File: config.mk
export PLATFORM = sky130hd
export DESIGN_NAME = htsd_ram
export DESIGN_NICKNAME = d
export VERILOG_FILES = /design/src/rtl/core/htsd_ram.sv
export SDC_FILE = /design/constraint.sdc
export NUM_CORES = 1
export LEC_CHECK = 0
export ABC_AREA = 1
export BUFFER_PORTS_ARGS = -buffer_cell sky130_fd_sc_hd__buf_4
export CORE_MARGIN = 5
export CORE_UTILIZATION = 55
export DETAILED_ROUTE_END_ITERATION = 8
export PLACE_DENSITY = 0.72
export SLEW_MARGIN = 30
export SYNTH_ARGS = -nofsm -noshare
export SYNTH_HDL_FRONTEND = slang
export SYNTH_SLANG_ARGS = --single-unit
File: constraint.sdc
create_clock -name clk -period 1.1 [get_ports clk]
set_input_delay 0.055 -clock clk [delete_from_list [all_inputs] [get_ports clk]]
set_output_delay 0.055 -clock clk [all_outputs]
set_load 0.01 [all_outputs]
File: src/rtl/core/htsd_ram.sv
// ----------------------------------------------------------------------------
// htsd_ram
// Generic single write port, single read port RAM with registered read.
// ----------------------------------------------------------------------------
module htsd_ram #(
  parameter int WIDTH = 8,
  parameter int DEPTH = 16
) (
  input  logic                     clk,
  input  logic                     wr_en,
  input  logic [$clog2(DEPTH)-1:0] wr_addr,
  input  logic [WIDTH-1:0]         wr_data,
  input  logic                     rd_en,
  input  logic [$clog2(DEPTH)-1:0] rd_addr,
  output logic [WIDTH-1:0]         rd_data
);

  logic [WIDTH-1:0] mem [DEPTH];

  always_ff @(posedge clk) begin
    if (wr_en) begin
      mem[wr_addr] <= wr_data;
    end
    if (rd_en) begin
      rd_data <= mem[rd_addr];
    end
  end

endmodule

==> impl_metrics.toml, run 1 <==
[outcome]
status = "finished with violations"
violations = "negative setup slack"

[clock_network]
htree_levels = 4
numClockSinks = 136
cts.clk_slew.worst_paths_ns = 0.06
cts_root_buffer = "clkbuf_8"
cts_tree = "done"
post_cts_buffers = 0
numCtsBuffers = 17
clk_latency_ns = 0.52
cts_buffer_depth = 2

[floorplan]
row_count = 37
die_area_um2 = 12800
die_h_um = 113
core-area_um2 = 10400
die_w_um = 113
start_util_pct = 56.4
pin_count = 27

[power]
power.leakage_nw = 3.11
power.total_w = 0.0124
vdd_ir_drop_max_uv = 1000
p_per_area_nw_per_um2 = 1720

[global_routing]
grt_pass1_vias = 3885
grt_max_degree = 33
globalRouteTotalUtil_pct = 22.0
gr-total-overflow = 0
grt_pass1_wl_um = 20900
antenna_found_initial = 0

[place]
hpwl_um = 7820
port_buffers = 26
pre_cts_slack_ns = -0.186
place.gp.congestion = 0.879
placed_cells = 714

[min_path]
hold_depth = 6
hold_class = "input port to flop"

[timing]
final.setup.worst_slack_ns = -0.0546
fin_hold_ws_ns = 0.132
fin_worst_skew_ns = 0.00503
finalCritPeriodShare_pct = 105
fmax_mhz = 866
setup_violations = 9
slew_violations = 0
slew_headroom_pct = 55.1
tightest_slew_ns = 0.672
finalSetupTns_ns = -0.169
rsz0062_at_grt = "yes"
hold_viol = 0
min_period_ns = 1.15

[logic_synthesis]
synth_seq_cells = 136
yosysSeqAreaShare_pct = 69.8
ys_types = 11
avgSynthCellArea_um2 = 10.6
netlist_area_um2 = 5850
yosysWarnings = 0
synth.net_count = 570
synthCells = 551

[critical_path]
cp-start-kind = "flop"
crit_family = "flip-flops"
path_cells = "buf_6"
cp_num_buf_inv = 1
arrival_ns = 1.10
rrSetupSlack_ns = -0.02
slowest_delay_ns = 0.43
worst_setup_path_end_kind = "output pin"
cpMaxStageDelayCell = "edfxtp_1"
path_class = "flop to output pin"
cp.required_ns = 1.04
crit_fanout = 1
reg2reg_depth = 6
crit_cells = 1

[routing]
drt_iter0_drc = 422
wire_per_inst_um = 17.8
drtPass1Iterations = 5
drtAntennaViolNets = 0
finalWirelength_um = 13500
vias_per_cell = 5.30
drc = 0
vias = 4004

[finish]
fillers = 732
final_cells = 756
area_growth_pct = 23.7
drive_above_1_share_pct = 22.3
diodes = 0
nets = 626

[run]
cap_violations = 0
sequential cells by signal, summed over array words and instances, names as in the netlist:
| register | flops |
|---|---|
| mem | 128 |
| rd_data | 8 |
layout make-up:
cell class	instances	area, um^2	area share (%)
Multi-Input combinational cell	289	1440	19.9
Timing Repair Buffer	61	564	7.80
Inverter	102	383	5.29
Tap cell	136	170	2.35
Sequential cell	136	4080	56.5
Clock inverter	14	173	2.39
Clock buffer	18	418	5.78
path summary, 6_finish.rpt:
check | from | to
max reg2reg | mem[6][2] | rd_data[2]
max | rd_data[1] | rd_data[1]
min reg2reg | mem[10][0] | rd_data[0]
min | rd_addr[2] | rd_data[3]
cell usage after synthesis:
library cell    n  area, um^2
nand3b_1        2        15.0
buf_4           4        30.0
nor2_1         17        63.8
inv_2           2        7.51
edfxtp_1      136        4080
buf_1           1        3.75
buf_2          13        65.1
nand3_1        97         485
buf_6           6        67.6
nand2_1       173         649
inv_1         100         375
layout by cell type, fill, tap and decap left out:
| cell type | instances |
|---|---|
| dlygate4sd3_1 | 10 |
| buf_12 | 5 |
| nand2_1 | 166 |
| nand2_2 | 7 |
| nand3_2 | 42 |
| nand3b_1 | 2 |
| clkbuf_16 | 16 |
| buf_4 | 41 |
| edfxtp_1 | 136 |
| inv_2 | 7 |
| clkbuf_8 | 1 |
| nor2_1 | 17 |
| clkinv_4 | 1 |
| clkinv_2 | 2 |
| inv_1 | 95 |
| inv_6 | 3 |
| bufinv_16 | 3 |
| clkbuf_1 | 1 |
| buf_6 | 5 |
| clkinvlp_4 | 5 |
| nand3_1 | 55 |
power breakdown:
group / leakage, nW / switching (W) / internal (W) / total [W]
Clock: 0.274 / 0.00220 / 0.00347 / 0.00567
Combinational: 1.60 / 0.000567 / 0.000321 / 0.000888
Sequential: 1.24 / 0.0000365 / 0.00584 / 0.00587
Total: 3.11 / 0.00281 / 0.00962 / 0.0124
metal layers:
metal  global-route usage, %  vias to the layer above  routed length, um
met3                    5.72                       29                846
met4                    8.17                        0                353
li1                        -                     1895                  -
met1                    29.7                     1905               5580
met2                    34.6                      175               6690
met5                       0                        -                  0
through the flow:
stage	instance area (um^2)	util, %
2_1_floorplan	5850	-
3_3_place_gp	6300	60.7
3_5_place_dp	6300	60.7
4_1_cts	7050	68.0
5_1_grt	7230	69.8
6_report	7230	69.8
cells by family after synthesis:
family	share of synthesized area, %
buf+inv	9.39
simple gates	20.8
flops	69.8
timing repair:
item | 4_1_cts | 5_1_grt
hold buffers | 10 | 0
pin swaps | 2 | 36
resized for setup | 14 | 45
endpoints found under the hold margin | 144 | 0
setup endpoints to repair | 12 | 16
Power figures use the tool's default switching activity.
==> inputs of run 2 (changes only) <==
Settings changed: CORE_UTILIZATION 55 to 30, PLACE_DENSITY 0.72 to 0.44.
==> impl_metrics.toml, run 2 (synthesis gave the netlist of run 1 again) <==
[routing]
finalWirelength_um = 14700
vias = 3878
drtAntennaViolNets = 0
drt_iter0_drc = 226
wire_per_inst_um = 16.7
drtPass1Iterations = 5
drc = 0
vias_per_cell = 4.39

[floorplan]
die_area_um2 = 22400
row_count = 51
core-area_um2 = 19300
start_util_pct = 30.2
die_w_um = 150
pin_count = 27
die_h_um = 150

[clock_network]
cts_tree = "done"
cts_root_buffer = "clkbuf_16"
numClockSinks = 136
cts.clk_slew.worst_paths_ns = 0.06
numCtsBuffers = 17
cts_buffer_depth = 2
htree_levels = 4
clk_latency_ns = 0.41

[finish]
final_cell_mix = "169 x nand2_1, 136 x edfxtp_1, 100 x inv_1, 74 x nand3_1, 52 x buf_4"
drive_above_1_share_pct = 17.8
diodes = 0
fillers = 1918
area_growth_pct = 23.0
final_common_cell = "nand2_1"
reg_top3 = "mem x128, rd_data x8"
final_area_um2 = 7190
nets = 628
largest_register = "mem"
largest_reg_flops = 128

[timing]
finalCritPeriodShare_pct = 98.4
tightest_slew_ns = 0.401
fmax_mhz = 923
finalSetupTns_ns = 0
hold_viol = 0
min_period_ns = 1.08
slew_headroom_pct = 73.2
fin_hold_ws_ns = 0.0154
fin_worst_skew_ns = 0.00733
slew_violations = 0
setup_violations = 0
rsz0062_at_grt = "yes"

[global_routing]
gr-total-overflow = 0
globalRouteTotalUtil_pct = 14.1
grt_max_degree = 24
grt_pass1_wl_um = 23100
grt_pass1_vias = 3910
antenna_found_initial = 0

[place]
port_buffers = 26
place.gp.congestion = 0.786
place_area_um2 = 6560
hpwl_um = 9810

[power]
power.leakage_nw = 3.06
vdd_ir_drop_max_uv = 979
p_per_area_nw_per_um2 = 1590

[critical_path]
path_class = "flop to flop"
worst_setup_path_end_kind = "flop"
rrSetupSlack_ns = 0.02
cp-start-kind = "flop"
reg2reg_depth = 6
arrival_ns = 1.25
crit_fanout = 1
r2r_start = "mem[0][3]"
rr_endpoint = "rd_data[3]"
cp.required_ns = 1.26

[min_path]
hold_end = "mem[12][4]"
hold_depth = 1
hold_class = "input port to flop"
min_from = "wr_data[4]"

[outcome]
status = "complete, no violations"

[run]
cap_violations = 0
-- run 2: changes by cell type in the layout (fill, tap and decap cells not counted), moves of 4 or more --
cell and change:
inv_1 +5, clkinv_1 +4, nand3_1 +19, dlygate4sd3_1 -7, nand3_2 -19, buf_6 -5, inv_2 -5, clkinvlp_4 -5
buf_4 +11
-- run 2: per-layer routing --
| metal | track usage, % | vias to the layer above | wire, um | share of wire (%) |
|---|---|---|---|---|
| met4 | 4.39 | 0 | 148 | 1.0 |
| met2 | 23.3 | 90 | 7250 | 49 |
| met1 | 18.9 | 1890 | 6560 | 45 |
| met3 | 2.91 | 6 | 776 | 5.3 |
| li1 | - | 1892 | - | - |
| met5 | 0 | - | 0 | 0 |
-- run 2: what timing repair did --
| action | CTS | global route |
|---|---|---|
| gates resized for setup | 14 | 13 |
| pin swaps | 0 | 6 |
| hold buffers | 3 | 0 |
| hold endpoints to repair | 34 | 0 |
| endpoints found under the setup margin | 7 | 8 |
| setup buffers | 0 | 0 |
-- run 2: where the power goes --
group	internal (W)	leakage, nW	switching (W)
Combinational	0.000322	1.59	0.000564
Sequential	0.00584	1.24	0.0000321
Clock	0.00278	0.236	0.00190
-- run 2: worst max path at each step --
stage	from	depth (start not counted)	endpoint	slack [ns]
6_report	mem[0][3]	6	rd_data[3]	0.02
5_1_grt	mem[2][3]	6	rd_data[3]	-0.06
4_1_cts	mem[11][5]	6	rd_data[5]	-0.008
3_5_place_dp	rd_addr[0]	8	rd_data[5]	-0.18
3_3_place_gp	rd_addr[0]	8	rd_data[7]	-0.17
2_1_floorplan	wr_addr[3]	2	mem[4][0]	0.09
-- run 2: cell type report --
type	count	area, um^2	share of cell area [%]
sequential	136	4080	56.8
multi-input combinational	289	1340	18.6
timing repair buffer	63	581	8.07
clock buffer	21	440	6.12
inverter	102	383	5.32
tap	265	332	4.61
clock inverter	8	35.0	0.487
-- run 2: through the flow --
stage | util (%) | setup WS [ns] | total power, W | std cells
floorplan | - | 0.0942 | 0.00639 | 551
global placement | 33.9 | -0.169 | 0.00684 | 852
detailed placement | 33.9 | -0.179 | 0.00684 | 852
CTS | 36.9 | -0.00803 | 0.0116 | 884
global route | 37.2 | -0.0646 | 0.0119 | 884
finish | 37.2 | 0.0171 | 0.0114 | 884
-- run 2: worst max-delay path, cell delays in order (launching register included) --
cell and delay [ns]:
edfxtp_1 0.35, inv_1 0.06, nand2_1 0.05, nand3_1 0.08, nand3_2 0.13, nand3_2 0.11, nand2_1 0.06
==> inputs of run 3 (changes only) <==
Settings changed: ABC_AREA 1 to default.
==> impl_metrics.toml, run 3 <==
[critical_path]
crit_family = "multiplexers"
arrival_ns = 1.57
path_class = "flop to flop"
cpMaxStageDelayCell = "mux4_2"
crit_fanout = 1
path_cells = "mux4_2 > a22oi_1 > nand2_1"
slowest_delay_ns = 0.47
rrSetupSlack_ns = -0.31
cp.required_ns = 1.26
cp-start-kind = "flop"
r2r_start = "mem[11][5]"
worst_setup_path_end_kind = "flop"
cp_num_buf_inv = 0
crit_start = "mem[11][5]"

[timing]
finalCritPeriodShare_pct = 128
tightest_slew_ns = 0.843
final.setup.worst_slack_ns = -0.309
finalSetupTns_ns = -2.12
setup_violations = 8
fmax_mhz = 710
slew_headroom_pct = 43.7
slew_violations = 0
hold_viol = 0
min_period_ns = 1.41
fin_worst_skew_ns = 0.00934
rsz0062_at_grt = "yes"

[routing]
drc = 0
finalWirelength_um = 11000
drtPass1Iterations = 4
vias_per_cell = 4.62
drt_iter0_drc = 154
drtAntennaViolNets = 0
vias = 2509
wire_per_inst_um = 20.3

[finish]
final_common_cell = "edfxtp_1"
nets = 324
drive_above_1_share_pct = 41.5
area_growth_pct = 28.6
reg_top3 = "mem x128, rd_data x8"
diodes = 0
final_area_um2 = 6720
largest_reg_flops = 128
largest_register = "mem"
final_cell_mix = "136 x edfxtp_1, 46 x buf_4, 32 x mux4_2, 17 x clkbuf_16, 11 x a22oi_1"

[clock_network]
cts.clk_slew.worst_paths_ns = 0.06
cts_buffer_depth = 2
numCtsBuffers = 17
post_cts_buffers = 0
cts_root_buffer = "clkbuf_16"
htree_levels = 4
cts_tree = "done"
numClockSinks = 136
clk_latency_ns = 0.41

[min_path]
hold_class = "input port to flop"
min_from = "wr_addr[0]"

[power]
vdd_ir_drop_max_uv = 1130
power.total_w = 0.0126
power.leakage_nw = 2.22
p_per_area_nw_per_um2 = 1880

[floorplan]
row_count = 48
start_util_pct = 30.4
die_h_um = 142
pin_count = 27
die_w_um = 142
core-area_um2 = 17200
die_area_um2 = 20200

[logic_synthesis]
avgSynthCellArea_um2 = 22.8
ys_types = 18
synth.net_count = 248
yosys-top-cells-count = "136 x edfxtp_1, 18 x mux4_2, 16 x a22oi_1"
synth_seq_cells = 136
synthCells = 229
yosysSeqAreaShare_pct = 78.1
netlist_area_um2 = 5230
async_flop_share_pct = 0
yosys-top-cells-area = "edfxtp_1 78%, mux4_2 7.8%, mux4_1 7.0%, a22oi_1 2.3%, nor2_1 0.93%"
synth-edff-count = 136
yosys_most_used_dff = "edfxtp_1"
yosysWarnings = 0
synth_top_area_cell = "edfxtp_1"
yosys.area.top_type_share_pct = 78.1
synth_most_common_cell = "edfxtp_1"

[place]
pre_cts_slack_ns = -0.514
hpwl_um = 7620
place.gp.congestion = 0.731
place_area_um2 = 5970
port_buffers = 26

[outcome]
violations = "negative setup slack"
status = "finished with violations"

[global_routing]
gr-total-overflow = 0
antenna_found_initial = 0
grt_max_degree = 17
met1_usage_pct = 15.8
grt_pass1_wl_um = 17100
met3_usage_pct = 3.26
grt_pass1_vias = 2741
busiest_layer = "met2"
globalRouteTotalUtil_pct = 12.0
grt_use_met2_pct = 18.8

[run]
cap_violations = 0
-- run 3: cell types whose count changed in the layout (fill, tap and decap cells not counted), moves of 6 or more --
cell           before  now
nand2_1           169    9
inv_1             100    0
nand3_1            74    1
mux4_2              0   32
nand3_2            23    0
a22oi_1             0   11
nor2_1             17   10
buf_4              52   46
dlygate4sd3_1       3    9
-- run 3: timing repair --
item                                   in CTS  in global routing
pin swaps                                   1                  0
resized for setup                           6                  1
endpoints found under the hold margin     136                  0
hold buffers                                9                  0
setup endpoints to repair                  10                 10
-- run 3: logic make-up after synthesis --
kind of cell / Yosys count / synth area share, %
flops: 136 / 78.1
simple gates: 35 / 3.14
mux: 32 / 14.8
compound gates: 16 / 2.30
buf+inv: 10 / 1.65
-- run 3: worst register-to-register path: stages, from the launching register on --
cell and delay [ns]:
edfxtp_1 0.36, mux4_2 0.47, a22oi_1 0.25, nand2_1 0.08
-- run 3: area by class of cell --
type / count / area, um^2
clock buffer: 18 / 429
clock inverter: 14 / 205
fill: 1577 / 10500
multi-input combinational: 83 / 1070
sequential: 136 / 4080
tap: 225 / 282
timing repair buffer: 67 / 658
-- run 3: worst paths after layout --
path / end / cells after the start
hold / removal: mem[12][4] / 3
setup reg to reg: rd_data[5] / 3
setup / recovery: rd_data[5] / 3
hold reg to reg: rd_data[3] / 3
-- run 3: routing by layer --
| layer | routed length [um] | up-vias |
|---|---|---|
| met5 | 0 | - |
| met4 | 136 | 0 |
| met3 | 668 | 9 |
| met2 | 5390 | 75 |
| met1 | 4820 | 1305 |
| li1 | - | 1120 |
-- run 3: stage by stage --
stage | utilization (%) | hold slack [ns] | std cells
after floorplan | - | 0.154 | 229
after global placement | 34.7 | 0.376 | 502
after detailed placement | 34.7 | 0.382 | 502
after CTS | 39.1 | 0.149 | 543
after global routing | 39.1 | 0.156 | 543
final | 39.1 | 0.161 | 543
-- run 3: where the power goes --
part / internal (W) / total, W / switching (W)
combinational: 0.000354 / 0.000705 / 0.000351
sequential: 0.00584 / 0.00588 / 0.0000364
clock: 0.00399 / 0.00604 / 0.00205
